`config.mk`:
```
export PLATFORM = sky130hd
export DESIGN_NAME = circular_fifo_queue
export DESIGN_NICKNAME = d
export VERILOG_FILES = /design/src/rtl/cfq_pkg.sv /design/src/rtl/cfq_ram.sv /design/src/rtl/circular_fifo_queue.sv
export SDC_FILE = /design/constraint.sdc
export NUM_CORES = 1
export LEC_CHECK = 0
export BUFFER_PORTS_ARGS = -buffer_cell sky130_fd_sc_hd__buf_2
export CAP_MARGIN = 20
export CORE_MARGIN = 3
export CORE_UTILIZATION = 35
export DETAILED_ROUTE_END_ITERATION = 6
export PLACE_DENSITY = 0.57
export SYNTH_ARGS = -nofsm -noshare
export SYNTH_HDL_FRONTEND = slang
export SYNTH_HIERARCHICAL = 1
export SYNTH_SLANG_ARGS = --single-unit
```
`constraint.sdc`:
```
create_clock -name clk -period 4.8 [get_ports clk]
set_input_delay 0.48 -clock clk [delete_from_list [all_inputs] [get_ports clk]]
set_output_delay 0.48 -clock clk [all_outputs]
set_load 0.02 [all_outputs]
```
`src/rtl/cfq_pkg.sv`:
```
// Shared types and constants for the circular FIFO queue.
package cfq_pkg;

    localparam int DATA_W        = 32;
    localparam int CAP_W         = 5;
    localparam int DEPTH_DEFAULT = 16;
    localparam int CAP_RESET     = 16;

    typedef enum logic [1:0] {
        CMD_ENQUEUE = 2'd0,
        CMD_DEQUEUE = 2'd1,
        CMD_PEEK    = 2'd2,
        CMD_CLEAR   = 2'd3
    } cmd_t;

    typedef enum logic [1:0] {
        ST_OK        = 2'd0,
        ST_OVERFLOW  = 2'd1,
        ST_UNDERFLOW = 2'd2
    } status_t;

    typedef struct packed {
        logic signed [DATA_W-1:0] data;
        status_t                  status;
        logic [CAP_W-1:0]         count;
        logic                     is_empty;
        logic                     is_full;
    } cfq_result_t;

endpackage

```
`src/rtl/cfq_ram.sv`:
```
// Word storage for the queue: one write port and one registered read port.
module cfq_ram #(
    parameter int DEPTH = cfq_pkg::DEPTH_DEFAULT,
    parameter int AW    = (DEPTH > 1) ? $clog2(DEPTH) : 1
) (
    input  logic                            clk,
    input  logic                            wr_en,
    input  logic [AW-1:0]                   wr_addr,
    input  logic signed [cfq_pkg::DATA_W-1:0] wr_data,
    input  logic                            rd_en,
    input  logic [AW-1:0]                   rd_addr,
    output logic signed [cfq_pkg::DATA_W-1:0] rd_data
);
    import cfq_pkg::*;

    logic signed [DATA_W-1:0] slot_mem [DEPTH];
    logic signed [DATA_W-1:0] rd_data_reg;

    always_ff @(posedge clk)
    begin
        if (wr_en)
        begin
            slot_mem[wr_addr] <= wr_data;
        end
    end

    always_ff @(posedge clk)
    begin
        if (rd_en)
        begin
            rd_data_reg <= slot_mem[rd_addr];
        end
    end

    assign rd_data = rd_data_reg;

endmodule

```
`src/rtl/circular_fifo_queue.sv`:
```
// Top level of the circular FIFO queue: command decode, pointers and result staging.
//
//  Channel  | Direction | Handshake              | Payload
//  ---------+-----------+------------------------+-------------------------------------
//  in       | sink      | in_valid / in_stall    | command, value
//  out      | source    | out_valid / out_stall  | data, status, count, is_empty, is_full
//  cfg      | sink      | cfg_valid / cfg_ready  | cfg_capacity
//
// A request is handled in the cycle it is accepted, in which the pointers and count are
// updated and the storage is written or read, and when the registered read data of the
// storage comes back; with its single read port, in_stall holds off requests until then.
// Results leave from an output register, with one holding register behind it, so a
// request is taken while an earlier result still waits on out_stall.
// Reset empties the queue and sets the capacity to 16; the storage itself is not cleared.
module circular_fifo_queue #(
    parameter int DEPTH = cfq_pkg::DEPTH_DEFAULT
) (
    input  logic                              clk,
    input  logic                              rst_n,
    input  logic                              in_valid,
    output logic                              in_stall,
    input  logic [1:0]                        command,
    input  logic signed [cfq_pkg::DATA_W-1:0] value,
    output logic                              out_valid,
    input  logic                              out_stall,
    output logic signed [cfq_pkg::DATA_W-1:0] data,
    output logic [1:0]                        status,
    output logic [cfq_pkg::CAP_W-1:0]         count,
    output logic                              is_empty,
    output logic                              is_full,
    input  logic                              cfg_valid,
    output logic                              cfg_ready,
    input  logic [cfq_pkg::CAP_W-1:0]         cfg_capacity
);
    import cfq_pkg::*;

    localparam int AW = (DEPTH > 1) ? $clog2(DEPTH) : 1;
    localparam int IW = (AW > CAP_W) ? AW : CAP_W;
    localparam int CAP_LIMIT = (1 << CAP_W) - 1;
    localparam logic [CAP_W-1:0] CAP_MAX = CAP_W'((DEPTH < CAP_LIMIT) ? DEPTH : CAP_LIMIT);

    // Control state
    logic [CAP_W-1:0] cap_reg, cap_next;
    logic [AW-1:0]    head_reg, head_next;
    logic [AW-1:0]    tail_reg, tail_next;
    logic [CAP_W-1:0] count_reg, count_next;
    logic             rd_wait_reg, rd_wait_next;
    logic             pend_valid_reg, pend_valid_next;
    logic             out_valid_reg, out_valid_next;

    // Result staging
    cfq_result_t      stage_reg, stage_next;
    logic             stage_rd_reg, stage_rd_next;
    cfq_result_t      pend_reg, pend_next;
    cfq_result_t      out_reg, out_next;

    logic [CAP_W-1:0] cap_eff;
    logic             in_accept;
    logic             cfg_write;
    logic             out_free;
    logic             mem_wr;
    logic             mem_rd;
    logic signed [DATA_W-1:0] mem_rdata;
    cfq_result_t      stage_res;
    logic [IW-1:0]    head_inc;
    logic [IW-1:0]    tail_inc;
    logic [AW-1:0]    head_adv;
    logic [AW-1:0]    tail_adv;

    assign cap_eff = (cap_reg == '0) ? CAP_W'(1)
                   : ((cap_reg > CAP_MAX) ? CAP_MAX : cap_reg);

    assign in_stall  = rd_wait_reg | pend_valid_reg;
    assign in_accept = in_valid & ~in_stall;
    assign cfg_ready = 1'b1;
    assign cfg_write = cfg_valid & cfg_ready;
    assign out_free  = ~out_valid_reg | ~out_stall;

    // Pointers wrap at the effective capacity, not at the storage depth.
    assign head_inc = IW'(head_reg) + IW'(1);
    assign tail_inc = IW'(tail_reg) + IW'(1);
    assign head_adv = (head_inc >= IW'(cap_eff)) ? '0 : AW'(head_inc);
    assign tail_adv = (tail_inc >= IW'(cap_eff)) ? '0 : AW'(tail_inc);

    // A read is issued only by a request accepted after every earlier write is stored, as
    // in_stall holds off requests while read data returns, so no forwarding is needed.
    cfq_ram #(
        .DEPTH (DEPTH),
        .AW    (AW)
    ) u_ram (
        .clk     (clk),
        .wr_en   (mem_wr),
        .wr_addr (tail_reg),
        .wr_data (value),
        .rd_en   (mem_rd),
        .rd_addr (head_reg),
        .rd_data (mem_rdata)
    );

    always_comb
    begin
        cap_next      = cap_reg;
        head_next     = head_reg;
        tail_next     = tail_reg;
        count_next    = count_reg;
        stage_next    = stage_reg;
        stage_rd_next = 1'b0;
        rd_wait_next  = in_accept;
        mem_wr        = 1'b0;
        mem_rd        = 1'b0;

        if (cfg_write)
        begin
            cap_next   = cfg_capacity;
            head_next  = '0;
            tail_next  = '0;
            count_next = '0;
        end
        else if (in_accept)
        begin
            stage_next.data   = '0;
            stage_next.status = ST_OK;
            case (cmd_t'(command))
                CMD_ENQUEUE:
                begin
                    if (count_reg >= cap_eff)
                    begin
                        stage_next.status = ST_OVERFLOW;
                    end
                    else
                    begin
                        mem_wr     = 1'b1;
                        tail_next  = tail_adv;
                        count_next = count_reg + CAP_W'(1);
                    end
                end
                CMD_DEQUEUE, CMD_PEEK:
                begin
                    if (count_reg == '0)
                    begin
                        stage_next.data   = '1;
                        stage_next.status = ST_UNDERFLOW;
                    end
                    else
                    begin
                        mem_rd        = 1'b1;
                        stage_rd_next = 1'b1;
                        if (cmd_t'(command) == CMD_DEQUEUE)
                        begin
                            head_next  = head_adv;
                            count_next = count_reg - CAP_W'(1);
                        end
                    end
                end
                CMD_CLEAR:
                begin
                    head_next  = '0;
                    tail_next  = '0;
                    count_next = '0;
                end
                default:
                begin
                    head_next = head_reg;
                end
            endcase
            stage_next.count    = count_next;
            stage_next.is_empty = (count_next == '0);
            stage_next.is_full  = (count_next == cap_eff);
        end
    end

    // The read data is merged into the result in the cycle after acceptance.
    always_comb
    begin
        stage_res = stage_reg;
        if (stage_rd_reg)
        begin
            stage_res.data = mem_rdata;
        end
    end

    always_comb
    begin
        out_next        = out_reg;
        out_valid_next  = out_valid_reg;
        pend_next       = pend_reg;
        pend_valid_next = pend_valid_reg;

        if (out_free)
        begin
            out_valid_next = rd_wait_reg | pend_valid_reg;
            if (pend_valid_reg)
            begin
                out_next        = pend_reg;
                pend_valid_next = 1'b0;
            end
            else if (rd_wait_reg)
            begin
                out_next = stage_res;
            end
        end
        else if (rd_wait_reg)
        begin
            pend_next       = stage_res;
            pend_valid_next = 1'b1;
        end
    end

    always_ff @(posedge clk or negedge rst_n)
    begin
        if (!rst_n)
        begin
            cap_reg        <= CAP_W'(CAP_RESET);
            head_reg       <= '0;
            tail_reg       <= '0;
            count_reg      <= '0;
            rd_wait_reg    <= 1'b0;
            pend_valid_reg <= 1'b0;
            out_valid_reg  <= 1'b0;
            stage_rd_reg   <= 1'b0;
        end
        else
        begin
            cap_reg        <= cap_next;
            head_reg       <= head_next;
            tail_reg       <= tail_next;
            count_reg      <= count_next;
            rd_wait_reg    <= rd_wait_next;
            pend_valid_reg <= pend_valid_next;
            out_valid_reg  <= out_valid_next;
            stage_rd_reg   <= stage_rd_next;
        end
    end

    always_ff @(posedge clk)
    begin
        stage_reg <= stage_next;
        pend_reg  <= pend_next;
        out_reg   <= out_next;
    end

    assign out_valid = out_valid_reg;
    assign data      = out_reg.data;
    assign status    = out_reg.status;
    assign count     = out_reg.count;
    assign is_empty  = out_reg.is_empty;
    assign is_full   = out_reg.is_full;

`ifndef SYNTHESIS
    a_accept_reads: assert property (@(posedge clk) disable iff (!rst_n)
        in_accept |=> rd_wait_reg)
        else $error("accepted request did not reach the read cycle");

    a_no_overlap: assert property (@(posedge clk) disable iff (!rst_n)
        !(rd_wait_reg && pend_valid_reg))
        else $error("read cycle overlaps a held result");

    a_pend_behind_out: assert property (@(posedge clk) disable iff (!rst_n)
        pend_valid_reg |-> out_valid_reg)
        else $error("held result without a result in the output register");

    a_count_bound: assert property (@(posedge clk) disable iff (!rst_n)
        count_reg <= cap_eff)
        else $error("stored count exceeds capacity");
`endif

endmodule

```
==> summary.txt, run 1 <==
Status
  – Status: finished clean

Power
  – Total power: around 12 mW
  – Max VDD drop: between 200 and 300 uV
  – Power Dens Cells: roughly 420 mW/mm^2
  – P_leak: about 9.5 nW

Detailed routing
  – Detailed Route WL: 53800 um
  – 1st-iter DRT viols: around 1000
  – Number of iterations in the first detailed-routing pass: 7
  – Via Count: 12200
  – DR vias/cell: a little over 5
  – Top routing layer in use: met5
  – Drt wl/cell: between 20 and 25 um
  – Drt drc: 0
  – M1 WL: 23700 um
  – Met3 WL: around 3200 um
  – WL met2: ~26000 um
  – Post-DRT Antenna Nets: 0

Worst setup path
  – Delay-heaviest family, CP: simple AND/OR/NAND/NOR gates
  – CP cell instances: nor3_1, nor2_1, nor2_1, ha_1, nor2b_1, o211a_1, o21ai_0, nor3_1, nand3_1, nor2_4, buf_12
  – Arrival time at the worst endpoint: 4410 ps
  – Critical path launch point type: flop
  – Worst Path Buf+Inv: 1
  – Register-to-Register Path Depth: 11
  – FF-to-FF End: u_ram/slot_mem[15][6]
  – CP max stage delay: between 700 and 800 ps
  – CP Launch Point: cap_reg[1]
  – Slowest cell on the critical path: nor3_1
  – Crit Path Max Fanout: 20
  – Endpoint type of the worst setup path: flop
  – Flop2flop setup slack: between 600 and 700 ps
  – WP data required: slightly above 5000 ps
  – Critical path type: reg2reg
  – Worst R2R Start: cap_reg[1]

STA
  – Setup violations, final: 0
  – Setup ws final: between 600 and 700 ps
  – RSZ-0062 raised after global routing: false
  – Final Critical Period: between 4000 and 5000 ps
  – Final hold viol count: 0
  – Clk_skew: around 22 ps
  – Post-Route Setup TNS: 0 ps
  – Tcrit/Tclk final: 0.862
  – Worst hold margin: approximately 150 ps
  – Pins Over Slew Limit: 0
  – Tightest Pin Transition: between 1000 and 1500 ps
  – Max transition margin: 0.245
  – Fmax: between 200 and 250 MHz

Place
  – IO Port Bufs: 86
  – Setup WS pre-CTS: between 700 and 800 ps
  – Detailed placement HPWL: roughly 32000 um
  – DP Area: approximately 0.027 sq mm
  – GPL Wtd Cong: slightly below 0.8
  – Dpl cells: between 2000 and 2500

Clock network
  – Clock slew at reported path FFs: roughly 60 ps
  – CTS tree: yes
  – Clock tree buffer depth: 3
  – CTS Buf Count: 71
  – Sink Count: 658
  – Worst-Skew Late Latency: 590 ps
  – Cts repair resizes: 0
  – Root buffer cell: clkbuf_16
  – Htree depth: 3

GRT
  – Largest net degree at the start of global routing: 52
  – Wire length of the first global-routing pass: 81400 um
  – GRT Total Usage: 0.144
  – Initial antenna violation count: 4
  – Vias in the first global route: between 10000 and 15000
  – GRT overflow: 0

Synthesis
  – Ranking of synthesized cells by area: edfxtp_1, mux4_2, dfrtp_1
  – Synthesized area: 0.0254 sq mm
  – Sequential area share after synthesis: 0.772
  – Synth top area share: 0.751
  – Syn avg cell area: just over 20 sq um
  – Cell accounting for the most synthesized area: edfxtp_1
  – Cells after Synth: roughly 1300
  – Synth unique cells: 52
  – Post-synth EDFFs: approximately 640
  – Ys Warns: 6
  – FFs w/ async S/R, synth: 0.0334
  – Synth Flop Type: edfxtp_1
  – Synthesis-stage register bit count: 658
  – Syn Nets: 1320

Final layout
  – Final Non-Filler Cells: around 2400
  – Utilization after layout: 0.412
  – Max FFs per register: roughly 510
  – Area growth, synth to finish: 16.2%
  – Share of cells above drive strength 1: 0.297
  – Final Instance Area: between 0.02 and 0.03 sq mm
  – Fin nets: about 1500

Worst hold path
  – Worst hold endpoint: cap_reg[2]
  – Worst Hold Launch: cfg_capacity[2]
  – Min-delay worst type: in2reg
  – Min-Delay Path Depth: 2

Die
  – I/O pin total: 88
  – Row Count: 98
  – Area of the die: 0.0760 sq mm
  – Die H: ~280 um
  – Initial Util: 0.355
  – Core area: between 0.07 and 0.08 sq mm
  – Die width: approximately 280 um

Flow run
  – Max-cap violations: 0
cell usage in the layout, fill, tap and decap left out, types with 3 or more instances in the layout:
cell and count:
edfxtp_1 636, mux4_2 128, nand2_1 120, buf_2 86
clkbuf_16 74, a22oi_1 64, mux2_2 45, ha_1 23
buf_4 23, inv_1 18, dfrtp_1 18, clkbuf_1 15
clkinv_1 14, clkinv_2 13, nor2_4 13, nor2_1 12
a21oi_1 11, o21ai_0 11, nand2b_1 9, a21o_1 8
buf_12 8, nor3_1 7, nand3_1 6, bufinv_16 5
nor3_2 4, xnor2_1 3, and3_1 3, nand3b_1 3
xor2_1 3, a31oi_1 3, inv_6 3
logic make-up (layout without fill, tap and decap cells):
kind of cell,count (synthesis),in the layout,synth area share
xor gates and xnor gates,6,6,0.00207
other,1,3,0.000147
and+or+nand+nor,196,196,0.0338
adders and majority gates,23,23,0.0113
DFF,658,658,0.772
buffers and inverters,81,267,0.0142
AOI/OAI and AO/OA,113,113,0.0321
muxes,175,175,0.134
per-layer routing:
layer / global-route usage / vias up
li1: - / 5384
met1: 0.198 / 6426
met2: 0.233 / 309
met3: 0.0297 / 75
met4: 0.0400 / 2
met5: 0 / -
cells in the mapped netlist, types with 2 or more instances:
master	n
nor4_1	2
a22oi_1	64
nor2_1	25
mux2_2	45
inv_1	18
a22o_1	2
a31oi_1	3
nor2b_1	4
edfxtp_1	636
xor2_1	3
mux2i_1	2
nor3_1	12
buf_1	11
clkbuf_1	33
dfrtp_1	21
nand3_1	6
buf_2	7
a211oi_1	2
nor4b_1	2
mux4_2	128
and3_1	4
buf_4	11
o21ai_0	11
nand2_1	120
a2bb2oi_1	2
a21oi_1	12
a21o_1	8
xnor2_1	3
ha_1	23
nand3b_1	3
nand2b_1	9
repair_timing:
action / CTS / global route
buffers inserted: 0 / 0
endpoints found under the hold margin: 21 / 0
hold buffers: 1 / 0
worst max path at each step:
stage | endpoint | slack, ps | cells past startpoint
after global routing | u_ram/slot_mem[15][5] | 340 | 11
after global placement | u_ram/slot_mem[13][9] | 710 | 11
final | u_ram/slot_mem[15][6] | 660 | 11
after detailed placement | u_ram/slot_mem[14][6] | 710 | 11
after CTS | u_ram/slot_mem[15][6] | 670 | 11
after floorplan | u_ram/slot_mem[4][0] | 150 | 10
cell type report:
cell class                      count  area, sq um
Multi-Input combinational cell    514         5590
Inverter                           18         67.6
Timing Repair Buffer              120          816
Antenna cell                        2         5.00
Sequential cell                   658        19700
Fill cell                        6266        42200
Clock inverter                     40          343
Clock buffer                       89         1910
Tap cell                          950         1190
report_power, final:
group / total [mW] / internal, mW / switching, mW
Sequential: 6.49 / 6.42 / 0.0653
Combinational: 0.665 / 0.259 / 0.406
Clock: 5.24 / 3.10 / 2.14
Total: 12.4 / 9.78 / 2.61
worst reg2reg max path, cell delays in order (launching register included):
cell     delay [ps]
dfrtp_1         390
nor3_1          200
nor2_1           60
nor2_1          280
ha_1            300
nor2b_1         120
o211a_1         190
o21ai_0         160
nor3_1          720
nand3_1         470
nor2_4          640
buf_12          280
(Power assumes the default switching activity.)
==> run 2, diff against run 1 <==
BUFFER_PORTS_ARGS = -buffer_cell sky130_fd_sc_hd__clkbuf_2   (was -buffer_cell sky130_fd_sc_hd__buf_2)
==> summary.txt, run 2 (synthesis gave the netlist of run 1 again) <==
Worst setup path
  – Endpoint type of the worst setup path: flop (unchanged)
  – WP data required: 5020 ps (was 5080 ps)
  – Arrival time at the worst endpoint: 4320 ps (was 4410 ps)
  – Delay-heaviest family, CP: simple AND/OR/NAND/NOR gates (unchanged)
  – CP max stage delay: 750 ps (was 720 ps)
  – Critical path launch point type: flop (unchanged)
  – Critical path type: reg2reg (unchanged)
  – Worst Path Buf+Inv: 1 (unchanged)
  – Flop2flop setup slack: 700 ps (was 660 ps)
  – Crit Path Max Fanout: 32 (was 20)
  – CP cell instances: nor3_1, nor2_1, nor2_1, ha_1, nor2b_1, o211a_1, o21ai_0, nor3_1, or3b_2, nor3_4, buf_4 (was nor3_1, nor2_1, nor2_1, ha_1, nor2b_1, o211a_1, o21ai_0, nor3_1, nand3_1, nor2_4, buf_12)
  – Slowest cell on the critical path: nor3_1 (unchanged)

Die
  – Area of the die: 0.0760 sq mm (unchanged)
  – I/O pin total: 88 (unchanged)
  – Core area: 0.0717 sq mm (unchanged)
  – Initial Util: 0.355 (unchanged)
  – Die width: 276 um (unchanged)
  – Die H: 276 um (unchanged)
  – Row Count: 98 (unchanged)

Clock network
  – Clock slew at reported path FFs: 60 ps (about the same)
  – Clock tree buffer depth: 3 (unchanged)
  – CTS tree: yes (unchanged)
  – Sink Count: 658 (unchanged)
  – Htree depth: 3 (unchanged)
  – Worst-Skew Late Latency: 600 ps (was 590 ps)
  – CTS Buf Count: 69 (was 71)
  – Root buffer cell: clkbuf_16 (unchanged)
  – Cts repair resizes: 0 (unchanged)

Place
  – Setup WS pre-CTS: 674 ps (was 707 ps)
  – GPL Wtd Cong: 0.791 (was 0.795)
  – Detailed placement HPWL: 31400 um (was 32100 um)
  – IO Port Bufs: 86 (unchanged)

GRT
  – GRT Total Usage: 0.144 (about the same)
  – Most Crowded Layer GR: met2 (unchanged)
  – Met2 GRT Util: 0.233 (about the same)
  – Wire length of the first global-routing pass: 80700 um (was 81400 um)
  – Vias in the first global route: 12500 (was 12700)
  – Met3 usage: 0.0281 (was 0.0297)
  – Largest net degree at the start of global routing: 50 (was 52)
  – GRT overflow: 0 (unchanged)
  – Initial antenna violation count: 3 (was 4)
  – GR Layer Usage met1: 0.196 (was 0.198)

Detailed routing
  – Drt wl/cell: 22.5 um (about the same)
  – Drt drc: 0 (unchanged)
  – Detailed Route WL: 53700 um (was 53800 um)
  – DR vias/cell: 5.08 (was 5.10)
  – Via Count: 12100 (was 12200)
  – Post-DRT Antenna Nets: 0 (unchanged)
  – Number of iterations in the first detailed-routing pass: 5 (was 7)
  – 1st-iter DRT viols: 1010 (was 1041)

Power
  – Internal: 9.83 mW (was 9.78 mW)
  – Clock Power Share: 0.425 (was 0.423)
  – Logic pwr share: 0.054 (about the same)
  – Max VDD drop: 248 uV (was 252 uV)
  – P_leak: 9.52 nW (was 9.49 nW)
  – Switching pwr: 2.61 mW (about the same)
  – Net Sw Frac: 0.210 (was 0.211)
  – Total power: 12.4 mW (about the same)
  – Power Dens Cells: 420 mW/mm^2 (was 419 mW/mm^2)
  – Flop pwr share: 0.522 (was 0.524)

STA
  – Setup ws final: 702 ps (was 661 ps)
  – Max transition margin: 0.303 (was 0.245)
  – Clk_skew: 16.7 ps (was 21.5 ps)
  – Worst hold margin: 133 ps (was 148 ps)
  – Post-Route Setup TNS: 0 ps (unchanged)
  – Tightest Pin Transition: 1050 ps (was 1130 ps)
  – Final Critical Period: 4100 ps (was 4140 ps)
  – Pins Over Slew Limit: 0 (unchanged)
  – Final hold viol count: 0 (unchanged)
  – Tcrit/Tclk final: 0.854 (was 0.862)
  – RSZ-0062 raised after global routing: false (unchanged)
  – Setup violations, final: 0 (unchanged)
  – Fmax: 244 MHz (was 242 MHz)

Status
  – Status: finished clean (unchanged)

Final layout
  – Most common cell after layout, fill and taps aside: edfxtp_1 (unchanged)
  – Filler cell count: 6294 (was 6266)
  – Max FFs per register: 512 (unchanged)
  – Utilization after layout: 0.413 (was 0.412)
  – Share of cells above drive strength 1: 0.297 (unchanged)
  – Fin nets: 1450 (unchanged)
  – Most frequent cells in the layout: edfxtp_1, mux4_2, nand2_1 (unchanged)
  – Area growth, synth to finish: 16.3% (was 16.2%)

Flow run
  – Max-cap violations: 0 (unchanged)

Worst hold path
  – Min-delay worst type: in2reg (unchanged)
[run 2: cell types whose count changed in the layout (fill, tap and decap cells not counted), sizes merged]
cell,change
buf,-84
bufinv,+3
clkbuf,+86
clkinv,-7
clkinvlp,-1
inv,+3
[run 2: what timing repair did]
item,in CTS,in global routing
setup endpoints to repair,0,0
setup buffers,0,0
hold buffers,1,0
endpoints found under the hold margin,21,0
[run 2: worst register-to-register path, stage by stage, from the launching register on]
cell,delay (ps)
dfrtp_1,390
nor3_1,190
nor2_1,60
nor2_1,250
ha_1,300
nor2b_1,130
o211a_1,200
o21ai_0,160
nor3_1,750
or3b_2,640
nor3_4,160
buf_4,490
[run 2: layer usage]
metal,routed length (um),share of wire
met3,3030,0.056
met4,1260,0.023
met1,23600,0.44
met5,0,0
met2,25900,0.48
[run 2: power groups by stage]
stage	logic, mW	clock network [mW]	registers, mW
global route	0.738	5.66	6.50
global placement	0.668	0	6.61
CTS	0.680	5.43	6.49
finish	0.666	5.28	6.49
detailed placement	0.675	0	6.61
floorplan	0.385	0	6.64
[run 2: final timing paths]
check	depth (start not counted)	start	endpoint
max	11	cap_reg[1]	u_ram/slot_mem[0][0]
min	2	cfg_capacity[1]	cap_reg[1]
max reg2reg	11	cap_reg[1]	u_ram/slot_mem[0][0]
min reg2reg	0	stage_reg[3]	pend_reg[3]
max in group asynchronous	2	rst_n	head_reg[1]
min in group asynchronous	2	rst_n	cap_reg[2]
[run 2: layout make-up]
cell class                 count  area (sq um)  area share
antenna                        2          5.00    0.000169
clock buffer                  89          1830      0.0619
clock inverter                38           420      0.0142
inverter                      18          67.6     0.00228
multi-input combinational    514          5590       0.189
sequential                   658         19700       0.664
tap                          950          1190      0.0402
timing repair buffer         122           838      0.0283
[run 2: through the flow]
stage / instances / instance area [sq um]
3_3_place_gp: 2258 / 27300
6_report: 2391 / 29600
5_1_grt: 2390 / 29600
2_1_floorplan: 1253 / 25400
3_5_place_dp: 2259 / 27300
4_1_cts: 2387 / 29500
